## config.mk

```make
export PLATFORM = sky130hd
export DESIGN_NAME = xoshiro256ss_with_splitmix64_seed_core
export DESIGN_NICKNAME = d
export VERILOG_FILES = /design/src/xsr_pkg.sv /design/src/xsr_ctrl.sv /design/src/xsr_dp.sv /design/src/xoshiro256ss_with_splitmix64_seed_core.sv
export VERILOG_INCLUDE_DIRS = /design/src /design/src/src
export SDC_FILE = /design/constraint.sdc
export NUM_CORES = 2
export LEC_CHECK = 0
export BUFFER_PORTS_ARGS = -buffer_cell sky130_fd_sc_hd__buf_2
export CAP_MARGIN = 10
export CORE_MARGIN = 2
export CORE_UTILIZATION = 35
export DETAILED_ROUTE_END_ITERATION = 8
export PLACE_DENSITY = 0.57
export REMOVE_ABC_BUFFERS = 1
export SETUP_SLACK_MARGIN = 0.1
export SKIP_CTS_REPAIR_TIMING = 1
export SLEW_MARGIN = 10
export SYNTH_ARGS = -nofsm -noshare
export SYNTH_HDL_FRONTEND = slang
export SYNTH_SLANG_ARGS = --single-unit
```

## constraint.sdc

```tcl
create_clock -name clk_i -period 13.4 [get_ports clk_i]
set_clock_uncertainty 0.2 [all_clocks]
set_input_delay 0 -clock clk_i [delete_from_list [all_inputs] [get_ports clk_i]]
set_output_delay 0 -clock clk_i [all_outputs]
set_load 0.005 [all_outputs]
```

## src/assert_macros.svh

```systemverilog
// assertion macros shared by the generator modules
`ifndef ASSERT_MACROS_SVH
`define ASSERT_MACROS_SVH

`ifndef ASSERT_OFF

// check on clk_i, off while rst_ni is low
`define XSR_ASSERT(label, prop) \
  label: assert property (@(posedge clk_i) disable iff (!rst_ni) prop) \
    else $error("xsr assertion failed");

// check on an explicit clock and active-low reset
`define XSR_ASSERT_CLK(label, clk, rstn, prop) \
  label: assert property (@(posedge clk) disable iff (!rstn) prop) \
    else $error("xsr assertion failed");

`else

`define XSR_ASSERT(label, prop)
`define XSR_ASSERT_CLK(label, clk, rstn, prop)

`endif

`endif

```

## src/xsr_pkg.sv

```systemverilog
// types and constants of the xoshiro256** generator with splitmix64 seeding
package xsr_pkg;

  localparam int unsigned WordW = 64;
  localparam int unsigned HalfW = WordW / 2;
  localparam int unsigned NumWords = 4;
  localparam int unsigned WordIdxW = $clog2(NumWords);
  localparam logic [WordIdxW-1:0] WordLast = WordIdxW'(NumWords - 1);

  localparam logic [WordW-1:0] GoldenGamma = 64'h9E37_79B9_7F4A_7C15;
  localparam logic [WordW-1:0] MixMulA = 64'hBF58_476D_1CE4_E5B9;
  localparam logic [WordW-1:0] MixMulB = 64'h94D0_49BB_1331_11EB;

  localparam int unsigned MixShift0 = 30;
  localparam int unsigned MixShift1 = 27;
  localparam int unsigned MixShift2 = 31;
  localparam int unsigned XorShift = 17;
  localparam int unsigned RotState = 45;
  localparam int unsigned RotOut = 7;

  typedef enum logic [1:0] {
    ACT_NEXT = 2'd0,
    ACT_SEED = 2'd1,
    ACT_RESEED = 2'd2,
    ACT_NOP = 2'd3
  } action_e;

  typedef enum logic [2:0] {
    ST_IDLE,
    ST_GAMMA,
    ST_MUL_LO,
    ST_MUL_X1,
    ST_MUL_X2,
    ST_MIX,
    ST_STORE
  } state_e;

  typedef enum logic [2:0] {
    OP_NONE,
    OP_GAMMA,
    OP_MUL_LO,
    OP_MUL_X1,
    OP_MUL_X2,
    OP_MIX,
    OP_STORE
  } dp_op_e;

  typedef struct packed {
    action_e action;
    logic [WordW-1:0] seed_value;
  } in_item_t;

  typedef struct packed {
    logic [WordW-1:0] random_value;
    logic coin;
    logic [WordW-1:0] last_seed_value;
  } out_item_t;

  typedef struct packed {
    logic accept;
    action_e action;
    dp_op_e op;
    logic mul_b;
    logic [WordIdxW-1:0] word_idx;
    logic out_load;
  } cmd_t;

  typedef struct packed {
    logic out_full;
  } sts_t;

endpackage

```

## src/xsr_ctrl.sv

```systemverilog
// controller: item acceptance and seed expansion sequencing
`include "assert_macros.svh"

module xsr_ctrl import xsr_pkg::*; (
  input  logic    clk_i,
  input  logic    rst_ni,
  input  logic    in_valid_i,
  input  action_e in_action_i,
  input  sts_t    sts_i,
  output logic    in_stall_o,
  output cmd_t    cmd_o
);

  state_e state_q, state_d;
  logic phase_b_q, phase_b_d;
  logic [WordIdxW-1:0] idx_q, idx_d;
  logic boot_q, boot_d;
  logic idle_ready;
  logic accept;
  logic seed_go;

  assign idle_ready = (state_q == ST_IDLE) && !sts_i.out_full;
  assign in_stall_o = !idle_ready;
  assign accept = in_valid_i && idle_ready;
  assign seed_go = accept && (in_action_i == ACT_SEED || in_action_i == ACT_RESEED);

  // next state and sequence counters
  always_comb begin
    state_d = state_q;
    phase_b_d = phase_b_q;
    idx_d = idx_q;
    boot_d = boot_q;
    unique case (state_q)
      ST_IDLE: begin
        if (seed_go) begin
          state_d = ST_GAMMA;
        end
      end
      ST_GAMMA:  state_d = ST_MUL_LO;
      ST_MUL_LO: state_d = ST_MUL_X1;
      ST_MUL_X1: state_d = ST_MUL_X2;
      ST_MUL_X2: state_d = phase_b_q ? ST_STORE : ST_MIX;
      ST_MIX: begin
        state_d = ST_MUL_LO;
        phase_b_d = 1'b1;
      end
      ST_STORE: begin
        phase_b_d = 1'b0;
        idx_d = idx_q + 1'b1;
        if (idx_q == WordLast) begin
          state_d = ST_IDLE;
          boot_d = 1'b0;
        end else begin
          state_d = ST_GAMMA;
        end
      end
      default: state_d = ST_IDLE;
    endcase
  end

  // datapath commands
  always_comb begin
    cmd_o.accept = accept;
    cmd_o.action = in_action_i;
    cmd_o.op = OP_NONE;
    cmd_o.mul_b = phase_b_q;
    cmd_o.word_idx = idx_q;
    cmd_o.out_load = 1'b0;
    unique case (state_q)
      ST_IDLE:   cmd_o.op = OP_NONE;
      ST_GAMMA:  cmd_o.op = OP_GAMMA;
      ST_MUL_LO: cmd_o.op = OP_MUL_LO;
      ST_MUL_X1: cmd_o.op = OP_MUL_X1;
      ST_MUL_X2: cmd_o.op = OP_MUL_X2;
      ST_MIX:    cmd_o.op = OP_MIX;
      ST_STORE: begin
        cmd_o.op = OP_STORE;
        cmd_o.out_load = (idx_q == WordLast) && !boot_q;
      end
      default:   cmd_o.op = OP_NONE;
    endcase
  end

  // boot expansion of seed zero starts right out of reset
  always_ff @(posedge clk_i or negedge rst_ni) begin
    if (!rst_ni) begin
      state_q <= ST_GAMMA;
      phase_b_q <= 1'b0;
      idx_q <= '0;
      boot_q <= 1'b1;
    end else begin
      state_q <= state_d;
      phase_b_q <= phase_b_d;
      idx_q <= idx_d;
      boot_q <= boot_d;
    end
  end

  `XSR_ASSERT(a_seed_starts, seed_go |=> (state_q == ST_GAMMA))
  `XSR_ASSERT(a_idle_clean, (state_q == ST_IDLE) |-> (!phase_b_q && idx_q == '0))
  `XSR_ASSERT(a_boot_ends_idle, $fell(boot_q) |-> (state_q == ST_IDLE))

endmodule

```

## src/xsr_dp.sv

```systemverilog
// datapath: state words, seed accumulator, shared multiplier and result register
`include "assert_macros.svh"

module xsr_dp import xsr_pkg::*; (
  input  logic      clk_i,
  input  logic      rst_ni,
  input  cmd_t      cmd_i,
  input  in_item_t  in_item_i,
  input  logic      out_stall_i,
  output sts_t      sts_o,
  output logic      out_valid_o,
  output out_item_t out_item_o
);

  logic [WordW-1:0] words_q [NumWords];
  logic [WordW-1:0] acc_q;
  logic [WordW-1:0] seed_q;
  logic [WordW-1:0] z_q;
  logic [WordW-1:0] prod_q;
  logic [WordW-1:0] res_q;
  out_item_t out_q;
  logic out_valid_q;

  logic [WordW-1:0] mul5, rot7, draw_val, tmask;
  logic [WordW-1:0] w0_n, w1_n, w2_n, w3_n, w2_x, w3_x;
  logic [WordW-1:0] gamma_sum;
  logic [WordW-1:0] mul_const;
  logic [HalfW-1:0] mul_a, mul_b;
  logic [WordW-1:0] mul_p;
  logic load_now;

  // scrambled output and xoshiro256 state update
  always_comb begin
    mul5 = words_q[1] + (words_q[1] << 2);
    rot7 = (mul5 << RotOut) | (mul5 >> (WordW - RotOut));
    draw_val = rot7 + (rot7 << 3);
    tmask = words_q[1] << XorShift;
    w2_x = words_q[2] ^ words_q[0];
    w3_x = words_q[3] ^ words_q[1];
    w1_n = words_q[1] ^ w2_x;
    w0_n = words_q[0] ^ w3_x;
    w2_n = w2_x ^ tmask;
    w3_n = (w3_x << RotState) | (w3_x >> (WordW - RotState));
  end

  assign gamma_sum = acc_q + GoldenGamma;

  // one 32x32 multiplier, three passes per 64-bit product
  assign mul_const = cmd_i.mul_b ? MixMulB : MixMulA;
  always_comb begin
    mul_a = z_q[HalfW-1:0];
    mul_b = mul_const[HalfW-1:0];
    unique case (cmd_i.op)
      OP_MUL_X1: mul_b = mul_const[WordW-1:HalfW];
      OP_MUL_X2: mul_a = z_q[WordW-1:HalfW];
      default: ;
    endcase
  end
  assign mul_p = WordW'(mul_a) * WordW'(mul_b);

  assign load_now = cmd_i.out_load ||
                    (cmd_i.accept && (cmd_i.action == ACT_NEXT || cmd_i.action == ACT_NOP));

  always_ff @(posedge clk_i) begin
    unique case (cmd_i.op)
      OP_GAMMA:  z_q <= gamma_sum ^ (gamma_sum >> MixShift0);
      OP_MUL_LO: prod_q <= mul_p;
      OP_MUL_X1: prod_q <= prod_q + {mul_p[HalfW-1:0], HalfW'(0)};
      OP_MUL_X2: prod_q <= prod_q + {mul_p[HalfW-1:0], HalfW'(0)};
      OP_MIX:    z_q <= prod_q ^ (prod_q >> MixShift1);
      OP_STORE:  words_q[cmd_i.word_idx] <= prod_q ^ (prod_q >> MixShift2);
      default: ;
    endcase
    if (cmd_i.accept) begin
      unique case (cmd_i.action)
        ACT_NEXT: begin
          words_q[0] <= w0_n;
          words_q[1] <= w1_n;
          words_q[2] <= w2_n;
          words_q[3] <= w3_n;
          out_q.random_value <= draw_val;
          out_q.coin <= !draw_val[WordW-1];
          out_q.last_seed_value <= seed_q;
        end
        ACT_SEED: res_q <= '0;
        ACT_RESEED: begin
          words_q[0] <= w0_n;
          words_q[1] <= w1_n;
          words_q[2] <= w2_n;
          words_q[3] <= w3_n;
          res_q <= draw_val;
        end
        ACT_NOP: begin
          out_q.random_value <= '0;
          out_q.coin <= 1'b1;
          out_q.last_seed_value <= seed_q;
        end
        default: ;
      endcase
    end
    if (cmd_i.out_load) begin
      out_q.random_value <= res_q;
      out_q.coin <= !res_q[WordW-1];
      out_q.last_seed_value <= seed_q;
    end
  end

  // seed accumulator and recorded seed
  always_ff @(posedge clk_i or negedge rst_ni) begin
    if (!rst_ni) begin
      acc_q <= '0;
      seed_q <= '0;
    end else if (cmd_i.accept && cmd_i.action == ACT_SEED) begin
      acc_q <= in_item_i.seed_value;
      seed_q <= in_item_i.seed_value;
    end else if (cmd_i.accept && cmd_i.action == ACT_RESEED) begin
      acc_q <= draw_val;
      seed_q <= draw_val;
    end else if (cmd_i.op == OP_GAMMA) begin
      acc_q <= gamma_sum;
    end
  end

  always_ff @(posedge clk_i or negedge rst_ni) begin
    if (!rst_ni) begin
      out_valid_q <= 1'b0;
    end else if (load_now) begin
      out_valid_q <= 1'b1;
    end else if (!out_stall_i) begin
      out_valid_q <= 1'b0;
    end
  end

  assign sts_o.out_full = out_valid_q && out_stall_i;
  assign out_valid_o = out_valid_q;
  assign out_item_o = out_q;

  `XSR_ASSERT(a_no_overwrite, load_now |-> !(out_valid_q && out_stall_i))
  `XSR_ASSERT(a_coin_match, out_valid_q |-> (out_q.coin == !out_q.random_value[WordW-1]))

endmodule

```

## src/xoshiro256ss_with_splitmix64_seed_core.sv

```systemverilog
// xoshiro256** generator with splitmix64 seeding, top level
// For a next-number item the scrambled output and the xor/shift/rotate
// state update are formed in the accepting cycle and land in the output register, so
// a new item is taken every cycle while the consumer keeps up. Seed and reseed items
// are accepted, then expanded into four chained splitmix64 words, each paced
// by the single shared 32x32 multiplier that forms each 64-bit product in
// three passes. After reset the block runs the same expansion of seed zero
// and stalls its input until done. Every item gives exactly one result item.
module xoshiro256ss_with_splitmix64_seed_core import xsr_pkg::*; (
  input  logic      clk_i,
  input  logic      rst_ni,
  input  logic      in_valid_i,
  output logic      in_stall_o,
  input  in_item_t  in_item_i,
  output logic      out_valid_o,
  input  logic      out_stall_i,
  output out_item_t out_item_o
);

  cmd_t cmd;
  sts_t sts;

  xsr_ctrl u_ctrl (
    .clk_i       (clk_i),
    .rst_ni      (rst_ni),
    .in_valid_i  (in_valid_i),
    .in_action_i (in_item_i.action),
    .sts_i       (sts),
    .in_stall_o  (in_stall_o),
    .cmd_o       (cmd)
  );

  xsr_dp u_dp (
    .clk_i       (clk_i),
    .rst_ni      (rst_ni),
    .cmd_i       (cmd),
    .in_item_i   (in_item_i),
    .out_stall_i (out_stall_i),
    .sts_o       (sts),
    .out_valid_o (out_valid_o),
    .out_item_o  (out_item_o)
  );

endmodule

```

Yosys cells after proc, flatten, opt, wreduce, memory -nomap -nowiden
Memories as Yosys holds them, arrays and structs flattened.
Cells that the tools add are included.
Widths: inputs -> output; s select.
{ "op_classes": {"add_sub_neg": 5, "bitwise": 14, "eq_ne": 18, "mul": 1, "reduce_logical": 32, "n_mux": 38} }
{ "op_table": {"columns": ["op", "count"], "rows": [
  ["$mux 64", 10],
  ["$pmux 64 s2", 3],
  ["$xor 64x64->64", 5],
  ["$mux 129", 2],
  ["$pmux 129 s2", 1],
  ["$add 64x64->64", 3],
  ["$add 64x64->64 const B", 1],
  ["$mul 32x32->64", 1],
  ["$mux 32", 2],
  ["$or 64x45->64", 1],
  ["$or 64x7->64", 1],
  ["$reduce_or 64->1", 1],
  ["$xor 64x33->64", 1],
  ["$xor 64x34->64", 1],
  ["$xor 64x37->64", 1],
  ["$mux 62", 1],
  ["$pmux 3 s6", 2],
  ["$eq 3x3->1 const B", 6],
  ["$mux 1", 13],
  ["$eq 3x2->1 const B", 4],
  ["$reduce_bool 2->1", 6],
  ["$logic_and 1x1->1", 8],
  ["$eq 2x2->1 const B", 3],
  ["$eq 3x1->1 const B", 2],
  ["other kinds (14)", 29]
]} }
{ "word_totals": {"wordCells": 122, "output_inout_bits": 131, "mem_count": 1, "reg_bits": 457, "ram_bits": 256, "in_bits": 70} }
{ "mem_list": {"columns": ["name", "depth", "width", "read_ports", "rd_clocked_by_memory_dff", "write_ports", "line_no", "source"], "rows": [
  ["u_dp.words_q", 4, 64, 4, 0, 4, "xsr_dp.sv:15", "logic [WordW-1:0] words_q [NumWords];"]
]} }

Longest topological paths before layout
{ "depth": {"ltp_word": 9, "ltp_mapped": 44, "depth_no_buf": 40} }

By module
From an unflattened synthesis, not the netlist that was laid out.
{ "unflattened": {"hier_cells": 7068, "hier_area_um2": 71274.6} }
{ "by_module_without_submodules": {"columns": ["module", "instances", "cells_per_inst", "area_each_um2", "seq_area_each_um2"], "rows": [
  ["xsr_dp", 1, 7024, 70847.9, 20554.7],
  ["xsr_ctrl", 1, 44, 426.7, 177.7]
]} }

Worst setup path after synthesis
No wires, ideal clock.
{ "synth_path": {"kind": "reg2reg", "from": "register u_ctrl.state_q[2]", "to": "register u_dp.out_q, in the netlist u_dp.out_item_o[0] (enable)", "period_less_slack_ps": 11116, "path_buffers": 2, "t_arrival_ps": 10120, "setup_ps": 796, "slack_ps": 2284, "stages_incl_launch_ff": 6, "t_required_ps": 12404, "path_cell_list": "dfrtp_1 -> clkbuf_1 -> and3b_1 -> clkbuf_1 -> nand2_1 -> o21ai_0"} }
{ "synth_between": {"elab_chain_len": 5, "elab_cells_between_ends": 8, "cone_classes": "eq/ne (1); mux (1); reduce/logical (6)"} }
{ "synth_rtl": {"columns": ["item", "line_no", "source"], "rows": [
  ["start: declaration", "xsr_ctrl.sv:14", "state_e state_q, state_d;"],
  ["start signal: assignment", "xsr_ctrl.sv:92", "state_q <= state_d;"],
  ["parallel branches: the longest is 4 deep, another holds $eq 3x3->1", null, null],
  ["$reduce_and 2->1 (no line) *", null, null],
  ["end: declaration", "xsr_dp.sv:21", "out_item_t out_q;"]
]} }
Every way passes the cells marked *.
A chain may end at the register's enable or synchronous reset.

Final worst setup path
{ "layout_path": {"from": "register u_ctrl.state_q[2]", "to": "register u_dp.prod_q[63], data pin"} }
{ "layout_between": {"elab_chain_len": 7, "elab_cells_between_ends": 16, "cone_classes": "add/sub (1); mul (1); eq/ne (9); mux (4); reduce/logical (1)"} }
{ "layout_rtl": {"columns": ["item", "line_no", "source"], "rows": [
  ["$eq 3x3->1 (tied with other cells)", "xsr_ctrl.sv:69", "unique case (state_q)"],
  ["$pmux 3 s6 *", "xsr_ctrl.sv:69", null],
  ["$eq 3x3->1 or $eq 3x2->1 (tied branches)", "xsr_dp.sv:53, xsr_dp.sv:65", null],
  ["$mux 32", "xsr_dp.sv:53", "unique case (cmd_i.op)"],
  ["$mul 32x32->64", "xsr_dp.sv:59", "assign mul_p = WordW'(mul_a) * WordW'(mul_b);"],
  ["$add 64x64->64", "xsr_dp.sv:68, xsr_dp.sv:69", null],
  ["$pmux 64 s2 *", "xsr_dp.sv:65", "unique case (cmd_i.op)"],
  ["end signal: assignment", "xsr_dp.sv:67", "OP_MUL_LO: prod_q <= mul_p;"],
  ["end signal: assignment", "xsr_dp.sv:68", "OP_MUL_X1: prod_q <= prod_q + {mul_p[HalfW-1:0], HalfW'(0)};"],
  ["end signal: assignment", "xsr_dp.sv:69", "OP_MUL_X2: prod_q <= prod_q + {mul_p[HalfW-1:0], HalfW'(0)};"],
  ["end: declaration", "xsr_dp.sv:19", "logic [WordW-1:0] prod_q;"]
]} }
Every way passes the cells marked *; elsewhere a longest branch is shown, timed or not.

==> qor.csv <==
metric;value;unit
status;finished with violations;
failing checks;hold timing;
Routability Congestion;0.9655;
Gate Count Post-Synth;6951;
die area;0.2058;mm2
fin crit period;11440;ps
Synth Area in Simple Gates;0.09790;
commonest non-fill, non-tap cells in the layout;inv_1 (982), fa_1 (825), edfxtp_1 (577);
RR Endpoint;u_dp.prod_q[63]$_DFFE_PP_;
layout cells sized above 1;0.07334;
Synth Area in Adders;0.3220;
H-tree levels;3;
clock-pin slew on the worst setup and hold paths;70;ps
Die W;453.7;um
Worst Path Required;13600;ps
Synth cell types;90;
M1 wire length;112400;um
EDFF count, synth;577;
Post-synth ARST share;0.1907;
row cnt;165;
clk buf depth;3;
final hold violations;10;
Arrival @ worst endpoint;11640;ps
CTS tree;yes;
Max Clk Rate;87.43;MHz
number of global-route vias before repair;54289;
Starting Density;0.3512;
core area;0.2015;mm2
metal2 WL;119200;um
worst hold slack;-21.72;ps
crit-path max FO;34;
FF-to-FF path depth;32;
I/O Pins;201;
hold wc startpoint;in_item_i[39];
DRC viols;0;
combinational family with the most area after synthesis;adder cells;
prevailing post-synth register cell;edfxtp_1;
Skew-Pair Late Insertion Delay;690;ps
vias;53644;
Syn-to-layout area delta;10.67;%
Final setup viols;0;
multiplexer fraction of the synthesized cell area;0.005835;
Synth Area in Compound Gates;0.1270;
unrepaired setup endpoints after global routing;no;
Setup crit start kind;flop;
YS warnings;0;
critical path class;reg -> reg;
hpwl dp;218200;um
XOR/XNOR Fraction of Synth Area;0.08718;
hold worst-path end;u_dp.seed_q[39]$_DFFE_PN0P_;
grt total ovfl;0;
Critical-path top delay cell;o31ai_1;
register bit total from synthesis;713;
# port buffers;200;
global-route wire length before repair;384300;um
via/cell ratio;5.447;
die span in y;453.7;um
Routed WL per cell;27.26;um
Num CTS Buffers;75;
Placed Area;0.07486;mm2
final wirelength;268500;um
Final nets;8506;
r2r setup slk;1960;ps
crit share post-route;0.8535;
Crit path largest cell delay;890;ps
CTS Sinks;713;
design area;0.07832;mm2
number of routed nets with antenna violations;0;
first-pass iteration count of the detailed router;7;
Clock Tree Root;clkbuf_16;
Mapped Area;0.07077;mm2
largest net degree at the start of global routing;122;
initial antenna violation count;10;
worst slew pin tran;1362;ps
r2r startpoint;u_ctrl.state_q[2]$_DFFE_PN0P_;
top sig layer;met5;
max_cap viols;0;
setup TNS;0;ps
crit path capture type;flop;
drt initial violations;5621;
Tot GR Track Use;0.2571;
crit-path most repeated cell;fa_1;
Synth Area per Inst;10.18;um2
hold depth;4;
Hold WC Path Type;in -> reg;
commonest non-fill, non-tap cell in the layout;inv_1;
sequential-to-total area share from yosys stat;0.2930;
Pins Over Slew Limit;0;
worst relative slew slack;0.08529;
metal3 WL;22860;um
## sequential cells by signal (all words and copies together), names as in the netlist, 2 cells and up
register	cells
u_dp.z_q	64
u_dp.acc_q	64
u_dp.prod_q	64
u_dp.out_item_o	129
u_dp.words_q	256
u_dp.seed_q	64
u_ctrl.state_q	3
u_dp.res_q	64
u_ctrl.idx_q	2
## Yosys cell counts (all sizes together) (10+ instances only)
| library cell | n | area (um2) |
|---|---|---|
| a21oi | 447 | 2241 |
| edfxtp | 577 | 17330 |
| nand4 | 47 | 294.0 |
| o22a | 17 | 148.9 |
| a22o | 70 | 613.1 |
| o21bai | 55 | 412.9 |
| xnor2 | 405 | 3566 |
| and2 | 143 | 894.6 |
| a222oi | 19 | 190.2 |
| nor2 | 465 | 1748 |
| o21ai | 409 | 2069 |
| a221oi | 19 | 166.4 |
| a21boi | 13 | 97.60 |
| clkbuf | 259 | 973.4 |
| nand2 | 416 | 1562 |
| o21a | 28 | 210.2 |
| nor3 | 34 | 170.2 |
| o31ai | 21 | 157.7 |
| nor2b | 86 | 538.0 |
| inv | 986 | 3701 |
| a211oi | 16 | 120.1 |
| a22oi | 23 | 172.7 |
| fa | 825 | 16520 |
| or2 | 55 | 344.1 |
| buf | 19 | 72.56 |
| a21o | 151 | 1134 |
| or3 | 25 | 156.4 |
| mux2i | 30 | 300.3 |
| nand2b | 68 | 425.4 |
| nand3 | 57 | 290.3 |
| and3 | 34 | 212.7 |
| a31oi | 47 | 300.3 |
| ha | 501 | 6269 |
| mux2 | 10 | 112.6 |
| o22ai | 10 | 62.56 |
| xor2 | 292 | 2557 |
| dfrtp | 134 | 3353 |
## critical path: cells and delay by family, from the launching register on
family,cells,cell delay (ps)
buffers and inverters,6,1470
and+or+nand+nor,7,1530
DFF,1,580
AOI/OAI and AO/OA,6,1940
xor gates and xnor gates,2,390
adders and majority gates,10,4570
muxes,1,440
## per-stage QoR
stage               cells    util  hold slack [ps]  setup slack, ps
floorplan            6673       -           -495.6            397.6
global placement     9627  0.3715           -31.22             2188
detailed placement   9627  0.3715           -23.40             2081
CTS                  9766  0.3847           -744.7             2033
global route         9844  0.3886            6.271             1409
finish               9848  0.3887           -21.72             1963
## cell type report
class	instances	area [um2]
Multi-Input combinational cell	4973	45460
Sequential cell	713	20730
Antenna cell	4	10.01
Timing Repair Buffer	360	2421
Clock inverter	50	634.4
Fill cell	19894	123200
Tap cell	2672	3343
Inverter	987	3705
Clock buffer	89	2013
## routing by layer
layer	vias up	track usage
met1	27373	0.3465
li1	23506	-
met5	-	0.003498
met4	6	0.1117
met2	2351	0.3987
met3	408	0.05387
## logic make-up (layout without fill, tap and decap cells)
family	count (synthesis)	in the layout
simple gates	1468	1468
flops	713	713
buf+inv	1265	1486
compound gates	1440	1440
mux	40	40
fa+ha+maj	1326	1326
other cells	0	4
xor+xnor	699	699
## worst max-delay path by stage
stage | end | slack [ps] | start | depth (start not counted)
3_3_place_gp | u_dp.prod_q[63]$_DFFE_PP_ | 2190 | u_ctrl.state_q[2]$_DFFE_PN0P_ | 30
5_1_grt | u_dp.prod_q[63]$_DFFE_PP_ | 1410 | u_ctrl.state_q[2]$_DFFE_PN0P_ | 32
6_report | u_dp.prod_q[63]$_DFFE_PP_ | 1960 | u_ctrl.state_q[2]$_DFFE_PN0P_ | 32
4_1_cts | u_dp.prod_q[63]$_DFFE_PP_ | 2030 | u_ctrl.state_q[2]$_DFFE_PN0P_ | 32
3_5_place_dp | u_dp.prod_q[63]$_DFFE_PP_ | 2080 | u_ctrl.state_q[2]$_DFFE_PN0P_ | 32
2_1_floorplan | u_dp.prod_q[60]$_DFFE_PP_ | 400 | u_ctrl.state_q[2]$_DFFE_PN0P_ | 32
Power is not shown: default switching activity piles up to over one toggle a cycle in this logic, so the estimate is an artifact.
